$ cat config.mk
export PLATFORM = sky130hd
export DESIGN_NAME = synth_voice_pitch_modulator
export DESIGN_NICKNAME = d
export VERILOG_FILES = /design/src/hw/rtl/svpm_pkg.sv /design/src/hw/rtl/svpm_mul.sv /design/src/hw/rtl/synth_voice_pitch_modulator.sv
export SDC_FILE = /design/constraint.sdc
export NUM_CORES = 2
export LEC_CHECK = 0
export ABC_AREA = 1
export ABC_CLOCK_PERIOD_IN_PS = 10400
export BUFFER_PORTS_ARGS = -buffer_cell sky130_fd_sc_hd__buf_2
export CORE_UTILIZATION = 60
export DETAILED_ROUTE_END_ITERATION = 12
export GPL_ROUTABILITY_DRIVEN = 0
export PLACE_DENSITY = 0.77
export SETUP_SLACK_MARGIN = 0.02
export SLEW_MARGIN = 20
export SYNTH_ARGS = -nofsm -noshare
export SYNTH_HDL_FRONTEND = slang
export SYNTH_SLANG_ARGS = --single-unit
$ cat constraint.sdc
create_clock -name i_clk -period 10.4 [get_ports i_clk]
set_clock_uncertainty 0.15 [all_clocks]
set_input_delay 1.56 -clock i_clk [delete_from_list [all_inputs] [get_ports i_clk]]
set_output_delay 1.56 -clock i_clk [all_outputs]
set_load 0.02 [all_outputs]
$ cat src/hw/rtl/svpm_pkg.sv
// Package for the voice pitch modulator: event and register codes, sequencer states,
// arithmetic constants and the operand bundle of the shared multiplier.
// No dependencies; every other file refers to it by scoped names.
package svpm_pkg;

    // Event codes carried by the op field.
    typedef enum logic [2:0] {
        OP_TICK    = 3'd0,
        OP_NOTE_ON = 3'd1,
        OP_NOTE_OFF = 3'd2,
        OP_SUSTAIN = 3'd3,
        OP_BEND    = 3'd4,
        OP_EXPR    = 3'd5,
        OP_MAIN    = 3'd6
    } t_op;

    // Configuration register indexes.
    localparam logic [2:0] CFG_SWEEP_DELAY  = 3'd0;
    localparam logic [2:0] CFG_SWEEP_AMOUNT = 3'd1;
    localparam logic [2:0] CFG_LFO_RATE     = 3'd2;
    localparam logic [2:0] CFG_LFO_AMOUNT   = 3'd3;
    localparam logic [2:0] CFG_LFO_SHAPE    = 3'd4;
    localparam logic [2:0] CFG_LFO_DELAY    = 3'd5;
    localparam logic [2:0] CFG_BEND_RANGE   = 3'd6;

    // LFO waveform codes.
    localparam logic [1:0] SHAPE_SINE  = 2'd0;
    localparam logic [1:0] SHAPE_SAW   = 2'd1;
    localparam logic [1:0] SHAPE_PULSE = 2'd2;

    // Phase is 4096 steps, the sine is sampled at 1024 points (256 per quarter).
    localparam int PHASE_W = 12;
    localparam logic [11:0] PHASE_HALF = 12'h800;

    // Shared multiplier operand and product widths.
    localparam int MUL_W  = 25;
    localparam int PROD_W = 2 * MUL_W;

    // Sine polynomial coefficients (Q15).
    localparam logic [24:0] K_SIN1 = 25'd51472;
    localparam logic [24:0] K_SIN3 = 25'd21024;
    localparam logic [24:0] K_SIN5 = 25'd2320;
    // Division by 5 for values below 2^15: multiply, then drop 17 bits.
    localparam logic [24:0] K_DIV5 = 25'd26215;
    // Pitch is summed in 1/204800 semitone; one semitone there is 204800 units.
    localparam logic [24:0] K_NOTE = 25'd204800;
    localparam logic [24:0] K_LFO  = 25'd800;
    // Division by 25 for values below 2^20: multiply, then drop 25 bits.
    localparam logic [24:0] K_DIV25 = 25'd1342178;
    localparam logic [42:0] PITCH_MAX = 43'd26009600;
    localparam logic [24:0] PITCH_HALF = 25'd400;
    localparam logic [15:0] SINE_ONE = 16'd32768;
    localparam logic [13:0] BEND_CENTER = 14'd8192;
    localparam logic [14:0] PITCH_Q8_MAX = 15'd32512;

    // Sequencer states.
    typedef enum logic [5:0] {
        ST_IDLE, ST_TK0, ST_TK1, ST_TK2, ST_LF0,
        ST_SN0, ST_SN1, ST_SN2, ST_SN3, ST_SN4, ST_SN5,
        ST_SN6, ST_SN7, ST_SN8, ST_SN9, ST_SN10, ST_SN11,
        ST_SAW0, ST_SAW1, ST_DV0, ST_DV1,
        ST_PT0, ST_PT1, ST_PT2, ST_PT3, ST_PT4, ST_PT5, ST_PT6, ST_PT7,
        ST_OUT
    } t_state;

    // Operand pair for the shared multiplier.
    typedef struct packed {
        logic [MUL_W-1:0] a;
        logic [MUL_W-1:0] b;
    } t_mul_req;

endpackage

$ cat src/hw/rtl/svpm_mul.sv
// Shared signed multiplier of the voice pitch modulator with a registered product.
// Depends on svpm_pkg for widths and the operand bundle.
module svpm_mul (
    input  logic                            i_clk,
    input  svpm_pkg::t_mul_req              i_req,
    output logic signed [svpm_pkg::PROD_W-1:0] o_prod
);

    logic signed [svpm_pkg::MUL_W-1:0] w_a;
    logic signed [svpm_pkg::MUL_W-1:0] w_b;

    assign w_a = $signed(i_req.a);
    assign w_b = $signed(i_req.b);

    // One product per cycle, registered before any use.
    always_ff @(posedge i_clk) begin
        o_prod <= w_a * w_b;
    end

endmodule

$ cat src/hw/rtl/synth_voice_pitch_modulator.sv
// Top level of the per-voice pitch and volume modulator: voice state, sequencer,
// configuration registers and output register. Uses svpm_pkg and svpm_mul.
// Non-tick events go straight to the pitch steps; a tick first updates the sweep and phase,
// then the LFO level by the sine, saw or pulse path unless the LFO is off or the shape unused.
// One item in flight; input is ready the cycle after the result loads.
// Reset (synchronous, active low) restores voice and register defaults.
module synth_voice_pitch_modulator (
    input  logic        i_clk,
    input  logic        i_rst_n,
    input  logic        i_in_valid,
    output logic        o_in_ready,
    input  logic [2:0]  i_op,
    input  logic [6:0]  i_note_number,
    input  logic [6:0]  i_note_velocity,
    input  logic [13:0] i_bend_value,
    input  logic [6:0]  i_level_value,
    input  logic        i_pedal_down,
    output logic        o_out_valid,
    input  logic        i_out_ready,
    output logic [14:0] o_pitch_q8,
    output logic [20:0] o_volume_product,
    output logic        o_release_now,
    output logic [6:0]  o_release_velocity,
    output logic        o_note_started,
    input  logic        i_cfg_valid,
    output logic        o_cfg_ready,
    input  logic [2:0]  i_cfg_index,
    input  logic [7:0]  i_cfg_data
);

    svpm_pkg::t_state r_state, n_state;
    svpm_pkg::t_mul_req w_req;
    logic signed [svpm_pkg::PROD_W-1:0] r_prod;

    // Configuration registers.
    logic [7:0] r_sweep_delay, r_lfo_rate, r_lfo_amount, r_lfo_delay;
    logic signed [7:0] r_sweep_amount;
    logic [1:0] r_lfo_shape;
    logic [4:0] r_bend_range;

    // Voice state.
    logic [31:0] r_tick_count;
    logic signed [31:0] r_sweep;
    logic signed [15:0] r_lfo;
    logic [6:0] r_note, r_vel, r_expr, r_main, r_pend_vel;
    logic [13:0] r_bend;
    logic r_pedal, r_pending;

    // Working registers of the sequencer.
    logic [svpm_pkg::PHASE_W-1:0] r_phase;
    logic r_neg;
    logic [19:0] r_ta;
    logic [15:0] r_tb, r_tc, r_td;
    logic signed [42:0] r_acc;
    logic [14:0] r_pitch;
    logic [20:0] r_vol;
    logic r_rel, r_started;
    logic [6:0] r_rel_vel;

    // Output register.
    logic r_o_valid;
    logic [14:0] r_o_pitch;
    logic [20:0] r_o_vol;
    logic r_o_rel, r_o_started;
    logic [6:0] r_o_rel_vel;

    logic w_in_xfer, w_out_load;
    logic w_sweep_on, w_lfo_on;
    logic [11:0] w_rate10;
    logic [9:0] w_range25;
    logic signed [14:0] w_bend_ofs;
    logic [9:0] w_idx;
    logic [8:0] w_x;
    logic [11:0] w_m;
    logic signed [32:0] w_sweep_sum;
    logic [27:0] w_s_raw;
    logic [15:0] w_s;
    logic [24:0] w_y;
    logic [24:0] w_y_rnd;
    logic [24:0] w_sine_m;
    logic [20:0] w_saw_m;
    logic [12:0] w_q;

    assign o_in_ready  = (r_state == svpm_pkg::ST_IDLE);
    assign o_cfg_ready = 1'b1;
    assign w_in_xfer   = i_in_valid && o_in_ready;
    assign w_out_load  = (r_state == svpm_pkg::ST_OUT) && (!r_o_valid || i_out_ready);

    assign o_out_valid        = r_o_valid;
    assign o_pitch_q8         = r_o_pitch;
    assign o_volume_product   = r_o_vol;
    assign o_release_now      = r_o_rel;
    assign o_release_velocity = r_o_rel_vel;
    assign o_note_started     = r_o_started;

    svpm_mul u_mul (
        .i_clk  (i_clk),
        .i_req  (w_req),
        .o_prod (r_prod)
    );

    // Small helper values derived from registers.
    assign w_sweep_on = r_tick_count > {22'd0, r_sweep_delay, 2'b00};
    assign w_lfo_on   = r_tick_count > {22'd0, r_lfo_delay, 2'b00};
    assign w_rate10   = {1'b0, r_lfo_rate, 3'b000} + {3'b000, r_lfo_rate, 1'b0};
    assign w_range25  = {1'b0, r_bend_range, 4'd0} + {2'b00, r_bend_range, 3'd0}
                      + {5'd0, r_bend_range};
    assign w_bend_ofs = $signed({1'b0, r_bend}) - $signed({1'b0, svpm_pkg::BEND_CENTER});

    // Quarter-wave folding of the sine index.
    assign w_idx = r_phase[11:2];
    assign w_x   = w_idx[8] ? (9'd256 - {1'b0, w_idx[7:0]}) : {1'b0, w_idx[7:0]};
    assign w_m   = r_phase[11] ? (r_phase - svpm_pkg::PHASE_HALF)
                               : (svpm_pkg::PHASE_HALF - r_phase);

    // Saturating sweep sum.
    assign w_sweep_sum = r_sweep_amount[7]
                       ? ({r_sweep[31], r_sweep} - $signed({18'd0, r_prod[14:0]}))
                       : ({r_sweep[31], r_sweep} + $signed({18'd0, r_prod[14:0]}));

    // Sine magnitude clamp, rounding and scaling helpers.
    assign w_s_raw  = r_acc[42:15];
    assign w_s      = (w_s_raw > {12'd0, svpm_pkg::SINE_ONE}) ? svpm_pkg::SINE_ONE
                                                              : w_s_raw[15:0];
    assign w_sine_m = ({1'b0, r_prod[23:0]} + 25'd640) >> 8;
    assign w_saw_m  = ({1'b0, r_prod[19:0]} + 21'd40) >> 4;
    assign w_q      = r_prod[29:17];

    // Pitch clamp and half-up rounding ahead of the division by 25.
    assign w_y = r_acc[42] ? 25'd0
               : ((r_acc > $signed(svpm_pkg::PITCH_MAX)) ? svpm_pkg::PITCH_MAX[24:0]
                                                         : r_acc[24:0]);
    assign w_y_rnd = w_y + svpm_pkg::PITCH_HALF;

    // State register.
    always_ff @(posedge i_clk) begin
        if (!i_rst_n) begin
            r_state <= svpm_pkg::ST_IDLE;
        end else begin
            r_state <= n_state;
        end
    end

    // Next state and multiplier operands.
    always_comb begin
        n_state = r_state;
        w_req   = '0;
        unique case (r_state)
            svpm_pkg::ST_IDLE: begin
                if (w_in_xfer) begin
                    n_state = (i_op == svpm_pkg::OP_TICK) ? svpm_pkg::ST_TK0
                                                         : svpm_pkg::ST_PT0;
                end
            end
            svpm_pkg::ST_TK0: begin
                w_req.a = {{17{r_sweep_amount[7]}}, r_sweep_amount};
                w_req.b = {{17{r_sweep_amount[7]}}, r_sweep_amount};
                n_state = svpm_pkg::ST_TK1;
            end
            svpm_pkg::ST_TK1: begin
                w_req.a = {13'd0, w_rate10};
                w_req.b = {13'd0, r_tick_count[11:0]};
                n_state = svpm_pkg::ST_TK2;
            end
            svpm_pkg::ST_TK2: n_state = svpm_pkg::ST_LF0;
            svpm_pkg::ST_LF0: begin
                if (!w_lfo_on) begin
                    n_state = svpm_pkg::ST_PT0;
                end else begin
                    case (r_lfo_shape)
                        svpm_pkg::SHAPE_SINE:  n_state = svpm_pkg::ST_SN0;
                        svpm_pkg::SHAPE_SAW:   n_state = svpm_pkg::ST_SAW0;
                        svpm_pkg::SHAPE_PULSE: n_state = svpm_pkg::ST_DV0;
                        default:               n_state = svpm_pkg::ST_PT0;
                    endcase
                end
            end
            svpm_pkg::ST_SN0: begin
                w_req.a = {9'd0, r_ta[15:0]};
                w_req.b = {9'd0, r_ta[15:0]};
                n_state = svpm_pkg::ST_SN1;
            end
            svpm_pkg::ST_SN1: n_state = svpm_pkg::ST_SN2;
            svpm_pkg::ST_SN2: begin
                w_req.a = {9'd0, r_tb};
                w_req.b = {9'd0, r_ta[15:0]};
                n_state = svpm_pkg::ST_SN3;
            end
            svpm_pkg::ST_SN3: n_state = svpm_pkg::ST_SN4;
            svpm_pkg::ST_SN4: begin
                w_req.a = {9'd0, r_tc};
                w_req.b = {9'd0, r_tb};
                n_state = svpm_pkg::ST_SN5;
            end
            svpm_pkg::ST_SN5: begin
                w_req.a = {9'd0, r_ta[15:0]};
                w_req.b = svpm_pkg::K_SIN1;
                n_state = svpm_pkg::ST_SN6;
            end
            svpm_pkg::ST_SN6: begin
                w_req.a = {9'd0, r_tc};
                w_req.b = svpm_pkg::K_SIN3;
                n_state = svpm_pkg::ST_SN7;
            end
            svpm_pkg::ST_SN7: begin
                w_req.a = {9'd0, r_td};
                w_req.b = svpm_pkg::K_SIN5;
                n_state = svpm_pkg::ST_SN8;
            end
            svpm_pkg::ST_SN8: n_state = svpm_pkg::ST_SN9;
            svpm_pkg::ST_SN9: n_state = svpm_pkg::ST_SN10;
            svpm_pkg::ST_SN10: begin
                w_req.a = {9'd0, r_ta[15:0]};
                w_req.b = {17'd0, r_lfo_amount};
                n_state = svpm_pkg::ST_SN11;
            end
            svpm_pkg::ST_SN11: n_state = svpm_pkg::ST_DV0;
            svpm_pkg::ST_SAW0: begin
                w_req.a = {5'd0, r_ta};
                w_req.b = {17'd0, r_lfo_amount};
                n_state = svpm_pkg::ST_SAW1;
            end
            svpm_pkg::ST_SAW1: n_state = svpm_pkg::ST_DV0;
            svpm_pkg::ST_DV0: begin
                w_req.a = {5'd0, r_ta};
                w_req.b = svpm_pkg::K_DIV5;
                n_state = svpm_pkg::ST_DV1;
            end
            svpm_pkg::ST_DV1: n_state = svpm_pkg::ST_PT0;
            svpm_pkg::ST_PT0: begin
                w_req.a = {18'd0, r_note};
                w_req.b = svpm_pkg::K_NOTE;
                n_state = svpm_pkg::ST_PT1;
            end
            svpm_pkg::ST_PT1: begin
                w_req.a = {{10{w_bend_ofs[14]}}, w_bend_ofs};
                w_req.b = {15'd0, w_range25};
                n_state = svpm_pkg::ST_PT2;
            end
            svpm_pkg::ST_PT2: begin
                w_req.a = {{9{r_lfo[15]}}, r_lfo};
                w_req.b = svpm_pkg::K_LFO;
                n_state = svpm_pkg::ST_PT3;
            end
            svpm_pkg::ST_PT3: begin
                w_req.a = {18'd0, r_main};
                w_req.b = {18'd0, r_expr};
                n_state = svpm_pkg::ST_PT4;
            end
            svpm_pkg::ST_PT4: n_state = svpm_pkg::ST_PT5;
            svpm_pkg::ST_PT5: begin
                w_req.a = {9'd0, r_tb};
                w_req.b = {18'd0, r_vel};
                n_state = svpm_pkg::ST_PT6;
            end
            svpm_pkg::ST_PT6: begin
                w_req.a = {5'd0, r_ta};
                w_req.b = svpm_pkg::K_DIV25;
                n_state = svpm_pkg::ST_PT7;
            end
            svpm_pkg::ST_PT7: n_state = svpm_pkg::ST_OUT;
            svpm_pkg::ST_OUT: begin
                if (w_out_load) begin
                    n_state = svpm_pkg::ST_IDLE;
                end
            end
            default: n_state = svpm_pkg::ST_IDLE;
        endcase
    end

    // Voice state, configuration and output register.
    always_ff @(posedge i_clk) begin
        if (!i_rst_n) begin
            r_sweep_delay  <= '0;
            r_sweep_amount <= '0;
            r_lfo_rate     <= '0;
            r_lfo_amount   <= '0;
            r_lfo_shape    <= svpm_pkg::SHAPE_SINE;
            r_lfo_delay    <= '0;
            r_bend_range   <= 5'd2;
            r_tick_count   <= '0;
            r_sweep        <= '0;
            r_lfo          <= '0;
            r_note         <= '0;
            r_vel          <= 7'd127;
            r_bend         <= svpm_pkg::BEND_CENTER;
            r_expr         <= 7'd127;
            r_main         <= 7'd127;
            r_pedal        <= 1'b0;
            r_pending      <= 1'b0;
            r_pend_vel     <= '0;
            r_o_valid      <= 1'b0;
        end else begin
            // Configuration transfer.
            if (i_cfg_valid) begin
                unique case (i_cfg_index)
                    svpm_pkg::CFG_SWEEP_DELAY:  r_sweep_delay  <= i_cfg_data;
                    svpm_pkg::CFG_SWEEP_AMOUNT: r_sweep_amount <= i_cfg_data;
                    svpm_pkg::CFG_LFO_RATE:     r_lfo_rate     <= i_cfg_data;
                    svpm_pkg::CFG_LFO_AMOUNT:   r_lfo_amount   <= i_cfg_data;
                    svpm_pkg::CFG_LFO_SHAPE:    r_lfo_shape    <= i_cfg_data[1:0];
                    svpm_pkg::CFG_LFO_DELAY:    r_lfo_delay    <= i_cfg_data;
                    svpm_pkg::CFG_BEND_RANGE:   r_bend_range   <= i_cfg_data[4:0];
                    default: ;
                endcase
            end

            // Event updates take effect at the input transfer.
            if (w_in_xfer) begin
                unique case (i_op)
                    svpm_pkg::OP_TICK:    r_tick_count <= r_tick_count + 32'd1;
                    svpm_pkg::OP_NOTE_ON: begin
                        r_note <= i_note_number;
                        r_vel  <= i_note_velocity;
                    end
                    svpm_pkg::OP_NOTE_OFF: begin
                        if (r_pedal) begin
                            r_pending  <= 1'b1;
                            r_pend_vel <= i_note_velocity;
                        end
                    end
                    svpm_pkg::OP_SUSTAIN: begin
                        r_pedal <= i_pedal_down;
                        if (!i_pedal_down) begin
                            r_pending <= 1'b0;
                        end
                    end
                    svpm_pkg::OP_BEND: r_bend <= i_bend_value;
                    svpm_pkg::OP_EXPR: r_expr <= i_level_value;
                    svpm_pkg::OP_MAIN: r_main <= i_level_value;
                    default: ;
                endcase
            end

            // Sweep accumulates the signed square step with saturation.
            if (r_state == svpm_pkg::ST_TK1 && w_sweep_on) begin
                if (w_sweep_sum[32] != w_sweep_sum[31]) begin
                    r_sweep <= w_sweep_sum[32] ? 32'sh8000_0000 : 32'sh7FFF_FFFF;
                end else begin
                    r_sweep <= w_sweep_sum[31:0];
                end
            end

            // New LFO level after the divide by five.
            if (r_state == svpm_pkg::ST_DV1) begin
                r_lfo <= r_neg ? -$signed({3'd0, w_q}) : $signed({3'd0, w_q});
            end

            // Output register: load a finished result, drop it once taken.
            if (w_out_load) begin
                r_o_valid <= 1'b1;
            end else if (i_out_ready) begin
                r_o_valid <= 1'b0;
            end
        end
    end

    // Working registers and output payload, no reset needed.
    always_ff @(posedge i_clk) begin
        if (w_in_xfer) begin
            r_started <= (i_op == svpm_pkg::OP_NOTE_ON);
            if (i_op == svpm_pkg::OP_NOTE_OFF && !r_pedal) begin
                r_rel     <= 1'b1;
                r_rel_vel <= i_note_velocity;
            end else if (i_op == svpm_pkg::OP_SUSTAIN && !i_pedal_down && r_pending) begin
                r_rel     <= 1'b1;
                r_rel_vel <= r_pend_vel;
            end else begin
                r_rel     <= 1'b0;
                r_rel_vel <= '0;
            end
        end

        case (r_state)
            svpm_pkg::ST_TK2: r_phase <= r_prod[11:0];
            svpm_pkg::ST_LF0: begin
                r_neg <= (r_lfo_shape == svpm_pkg::SHAPE_SINE) ? r_phase[11] : !r_phase[11];
                case (r_lfo_shape)
                    svpm_pkg::SHAPE_SINE: r_ta <= {4'd0, w_x, 7'd0};
                    svpm_pkg::SHAPE_SAW:  r_ta <= {8'd0, w_m};
                    default:              r_ta <= {5'd0, r_lfo_amount, 7'd0} + 20'd2;
                endcase
            end
            svpm_pkg::ST_SN1:  r_tb  <= r_prod[30:15];
            svpm_pkg::ST_SN3:  r_tc  <= r_prod[30:15];
            svpm_pkg::ST_SN5:  r_td  <= r_prod[30:15];
            svpm_pkg::ST_SN6:  r_acc <= r_prod[42:0];
            svpm_pkg::ST_SN7:  r_acc <= r_acc - r_prod[42:0];
            svpm_pkg::ST_SN8:  r_acc <= r_acc + r_prod[42:0];
            svpm_pkg::ST_SN9:  r_ta  <= {4'd0, w_s};
            svpm_pkg::ST_SN11: r_ta  <= {5'd0, w_sine_m[14:0]};
            svpm_pkg::ST_SAW1: r_ta  <= {5'd0, w_saw_m[14:0]};
            svpm_pkg::ST_PT1:  r_acc <= r_prod[42:0];
            svpm_pkg::ST_PT2:  r_acc <= r_acc + r_prod[42:0];
            svpm_pkg::ST_PT3:  r_acc <= r_acc + r_prod[42:0];
            svpm_pkg::ST_PT4: begin
                r_acc <= r_acc + {{2{r_sweep[31]}}, r_sweep, 9'd0};
                r_tb  <= r_prod[15:0];
            end
            svpm_pkg::ST_PT5: r_ta    <= w_y_rnd[24:5];
            svpm_pkg::ST_PT6: r_vol   <= r_prod[20:0];
            svpm_pkg::ST_PT7: r_pitch <= r_prod[39:25];
            default: ;
        endcase

        if (w_out_load) begin
            r_o_pitch   <= r_pitch;
            r_o_vol     <= r_vol;
            r_o_rel     <= r_rel;
            r_o_rel_vel <= r_rel_vel;
            r_o_started <= r_started;
        end
    end

endmodule

# After elaboration in Yosys (flattened, before gate mapping)
# Index checks and enable logic that the tools add are counted.
# Widths: inputs -> output; s select.
# totals
ff_bits	442
latchBits	0
mem_bits_rw	0
mem_bits_ro	0
output_inout_bits	48
mem_count	0
# op_classes
addsub	18
mul	1
div_mod_pow	0
n_lt_le_gt_ge	4
eq_ne	48
shift	0
n_mux	29
bitwise	0
n_reduce_logical	39
# op_table
cell	count
$pmux 50 s17	1
$pmux 6 s29	1
$pmux 43 s4	1
$pmux 20 s5	1
$add 43x43->43	2
$eq 6x5->1 const B	14
$gt 32x10->1	2
$mux 32	2
$pmux 16 s2	2
$mux 25	2
$eq 6x4->1 const B	8
$gt 43x26->1 const B	1
$mul 25x25->43	1
$sub 43x43->43	1
$add 32x16->33	1
$mux 33	1
$sub 32x16->33	1
$add 32x1->32 const B	1
$mux 16	2
$gt 28x16->1 const B	1
$reduce_and 2->1	14
$add 25x9->25 const B	1
$eq 6x3->1 const B	4
$add 23x10->23 const B	1
other kinds (41)	73

# Depth between registers and ports, before layout
# depth
word_depth	5
mapped_depth	41

# Hierarchy
# Synthesis repeated with hierarchy kept, for this count alone.
# unflattened
cells_unflattened	7307
area_unflattened_um2	54224.5
# modules_own_cells
mod	n_inst	cells_each	area_each_um2	seq_area_each_um2
synth_voice_pitch_modulator	1	3852	27993.1	10109.7
svpm_mul	1	3455	26231.4	1001.0

# Worst setup path before layout
# OpenSTA, ideal clock, no wires.
# synth_path
path_kind	reg2reg
start	reg r_state[3]
end	reg u_mul.o_prod[36] (netlist bit)
setup_time_ns	0.072
arrival_time_ns	8.475
required_time_ns	10.178
setup_slack_ns	1.703
path_stages_with_launch	37
path_buffers	1
synth_period_minus_slack_ns	8.697
cell_sequence	dfxtp_1 -> inv_1 -> nor2_1 -> nand2_1 -> nor2_1 -> nor2_1 -> nand2_1 -> inv_1 -> nand3_1 -> inv_1 -> o211ai_1 -> buf_2 -> nand2_1 -> fa_1 -> inv_1 -> fa_1 -> inv_1 -> fa_1 -> inv_1 -> fa_1 -> inv_1 -> fa_1 -> inv_1 -> fa_1 -> inv_1 -> fa_1 -> inv_1 -> ha_1 -> a21oi_1 -> inv_1 -> a31oi_1 -> o211ai_1 -> a21oi_1 -> o21ai_0 -> a21o_1 -> a21oi_1 -> xnor2_1
# synth_between
elab_chain_len	3
elab_cells_between_ends	19
# synth_rtl
element	line_no	text
start, declared	synth_voice_pitch_modulator.sv:31	svpm_pkg::t_state r_state, n_state;
start signal, assigned	synth_voice_pitch_modulator.sv:138	r_state <= svpm_pkg::ST_IDLE;
start signal, assigned	synth_voice_pitch_modulator.sv:140	r_state <= n_state;
$eq 6x5->1 (tied with other cells)	synth_voice_pitch_modulator.sv:148	unique case (r_state)
$pmux 50 s17 *	synth_voice_pitch_modulator.sv:148	
$mul 25x25->43 *	svpm_mul.sv:17	o_prod <= w_a * w_b;
end signal, assigned	svpm_mul.sv:17	
end, declared	svpm_mul.sv:6	output logic signed [svpm_pkg::PROD_W-1:0] o_prod
# Every way passes the cells marked *; elsewhere a longest branch is shown, timed or not.
# A chain may end at the register's enable or synchronous reset.

# Worst setup path after layout
# layout_path
start	reg r_state[0]
end	reg u_mul.o_prod[42] (netlist bit)
# Same word-level chain as after synthesis.

==> metrics.cfg <==
[final_layout]
multi_input_area_sq_um=29580
drive_gt1_share_pct=6.312
synthToLayoutAreaGrowth_pct=7.222
nets=6777
final.fill_count=6439
final_cells=6988
regArea_sq_um=10970
design_area_sq_um=49380

[job]
drv_cap=0

[logic_synthesis]
synth_top_area_share_pct=21.78
synth_edf_count=214
synthTopCellsByArea=fa_1, edfxtp_1, inv_1, dfxtp_1, ha_1
synth_common_cells=inv_1, nand2_1, nor2_1
synth_most_common_cell=inv_1
ys_seq_elements=441
synthArstFlopShare_pct=0
seq_area_frac_synth_pct=23.82
yosysWarningCount=0
ys_types=73
syn_avg_cell_area_sq_um=7.887
yosysTopAreaCell=fa_1
yosys_most_used_dff=dfxtp_1
synthesis.area_sq_um=46050
syn_inst=5839

[timing]
max_freq_ghz=0.1041
rsz0062_at_grt=false
final.setup.worst_slack_ps=790.5
slew_violations=0
fin_tns_setup_ps=0
finalSetupViolations=0
period_minus_slack_ps=9610
hold_viol=0
max-slew-margin-rel_pct=20.83
period_share_pct=92.40
whs_ps=248.1
worst_pin_slew_ps=1188

[floorplan]
die_h_um=279.0
die_width_um=279.0
fp-row-count=101
core-area_sq_um=75950
dieArea_sq_um=77860
initial_core_util_pct=60.63
io-pin-count=103

[route]
dr.first_iter.drc_count=5184
drc_errors=0
first_pass_iters=7
vias=41280
top_layer=met5
via_per_inst=5.908
m1WireLength_um=55780
dr_wl_met2_um=62240
finalWirelength_um=145300
antenna_left=0
routedWlPerCell_um=20.79
met3_length_um=17810

[global_route]
grt_pass1_wl_um=225200
grt.overflow.total=0
antenna_found_initial=0
grt_max_degree=121
grt_usage_pct=37.62
grt_pass1_vias=40180

[critical_path]
crit_family=adder cells
worst-setup-path-type=reg -> reg
crit_path_frequent_cell=inv_1
cp.arrival_ps=10000
cpMaxStageDelayCell=nand3_1
cp_num_cells=29
worstPathMaxFanout=18
rr_worst_depth=29
path_buf_inv=9
worstPathRequired_ps=10790
cp-start-kind=flip-flop
end_kind=flip-flop
cp_slowest_stage_delay_ps=860

[clock_network]
cts_tree=done
cts_num_sinks=441
cts.htree.levels=2
root_buffer=clkbuf_16
clockBufferDepth=3
postCtsSetupRepairBufs=0
cts_made_buffers=44
cts_hold_buf=0
cts_resized=0
clock_latency_ps=630
path_clk_slew_ps=70

[min_path]
hold_depth=0
hp-class=reg -> reg

[power_and_ir_drop]
ir_worst_vdd_v=0.0006862
p_per_area_nw_per_um2=253.9
p_leak_nw=23.99

[place]
placed_area_sq_um=47830
hpwl_um=115200
port_buffers=101
pre_cts_slack_ps=778.2
placed_cells=6905

[outcome]
status=finished clean

stage by stage:
stage / power, W / util [%]
6_report: 0.01254 / 65.01
5_1_grt: 0.01342 / 65.01
4_1_cts: 0.01222 / 64.98
3_5_place_dp: 0.01048 / 62.98
3_3_place_gp: 0.01035 / 62.98
2_1_floorplan: 0.008423 / -
state kept, by name, summed over array words and instances (netlist names), 8 cells and up:
| register | flops |
|---|---|
| r_lfo_amount | 8 |
| r_tb | 16 |
| r_vol | 21 |
| o_volume_product | 21 |
| r_sweep_amount | 8 |
| r_sweep | 32 |
| u_mul.o_prod | 43 |
| r_acc | 43 |
| r_lfo | 16 |
| r_lfo_delay | 8 |
| r_ta | 20 |
| r_lfo_rate | 8 |
| r_tc | 16 |
| r_phase | 12 |
| r_bend | 14 |
| r_pitch | 15 |
| r_sweep_delay | 8 |
| o_pitch_q8 | 15 |
| r_tick_count | 32 |
| r_td | 16 |
power breakdown:
group | internal [W] | switching, W | total, W
sequential | 0.00220 | 0.000262 | 0.00246
clock | 0.000948 | 0.000752 | 0.00170
combinational | 0.00281 | 0.00556 | 0.00837
cells in the final DEF (no fill, tap or decap), types with 20 or more instances in the layout:
cell,n
o21a_1,20
nand2_1,957
or2_2,25
o221ai_1,20
nor2_1,524
a221oi_1,21
a21oi_1,389
buf_4,79
inv_2,25
clkbuf_16,44
nand3_1,146
edfxtp_1,214
nor4_1,25
a31oi_1,34
fa_1,501
o211ai_1,63
xor2_1,117
ha_1,300
inv_1,1275
o21ai_0,406
nor3_1,61
buf_2,100
nand4_1,64
xnor2_1,50
dfxtp_1,227
worst paths after layout:
kind	slack [ps]	start	end
worst max-delay path	790	r_state[0]	u_mul.o_prod[42]
worst min-delay path	250	r_vol[12]	o_volume_product[12]
worst max register to register	790	r_state[0]	u_mul.o_prod[42]
worst min register to register	250	r_vol[12]	o_volume_product[12]
kinds of logic (layout without fill, tap and decap cells):
| logic type | after synthesis | count (layout) | share of synthesized area, % |
|---|---|---|---|
| simple gates | 1889 | 1889 | 17.44 |
| buf+inv | 1457 | 1574 | 12.14 |
| compound gates | 1081 | 1081 | 13.45 |
| fa+ha+maj | 801 | 801 | 29.93 |
| flops | 441 | 441 | 23.82 |
| xor+xnor | 168 | 168 | 3.212 |
| other cells | 2 | 4 | 0.01631 |
area by class of cell:
type | instances | area share, %
Multi-Input combinational cell | 3942 | 59.90
Inverter | 1313 | 9.982
Clock inverter | 25 | 0.6588
Sequential cell | 441 | 22.22
Antenna cell | 1 | 0.005068
Timing Repair Buffer | 179 | 2.215
Clock buffer | 57 | 2.410
Tap cell | 1030 | 2.610
worst register-to-register path, delay by kind of cell, from the launching register on:
family / cells / cell delay, ps
AO/OA/AOI/OAI: 1 / 650
XOR/XNOR: 1 / 150
adder cells (fa/ha/maj): 8 / 4310
buffers and inverters: 9 / 1050
flip-flops: 1 / 350
AND/OR/NAND/NOR: 10 / 2850
metal layers:
metal / track usage (%) / up-vias
li1: - / 18700
met1: 50.69 / 19430
met2: 56.85 / 2592
met3: 8.225 / 568
met4: 19.79 / 2
met5: 0.5003 / -
(Power assumes the default switching activity.)
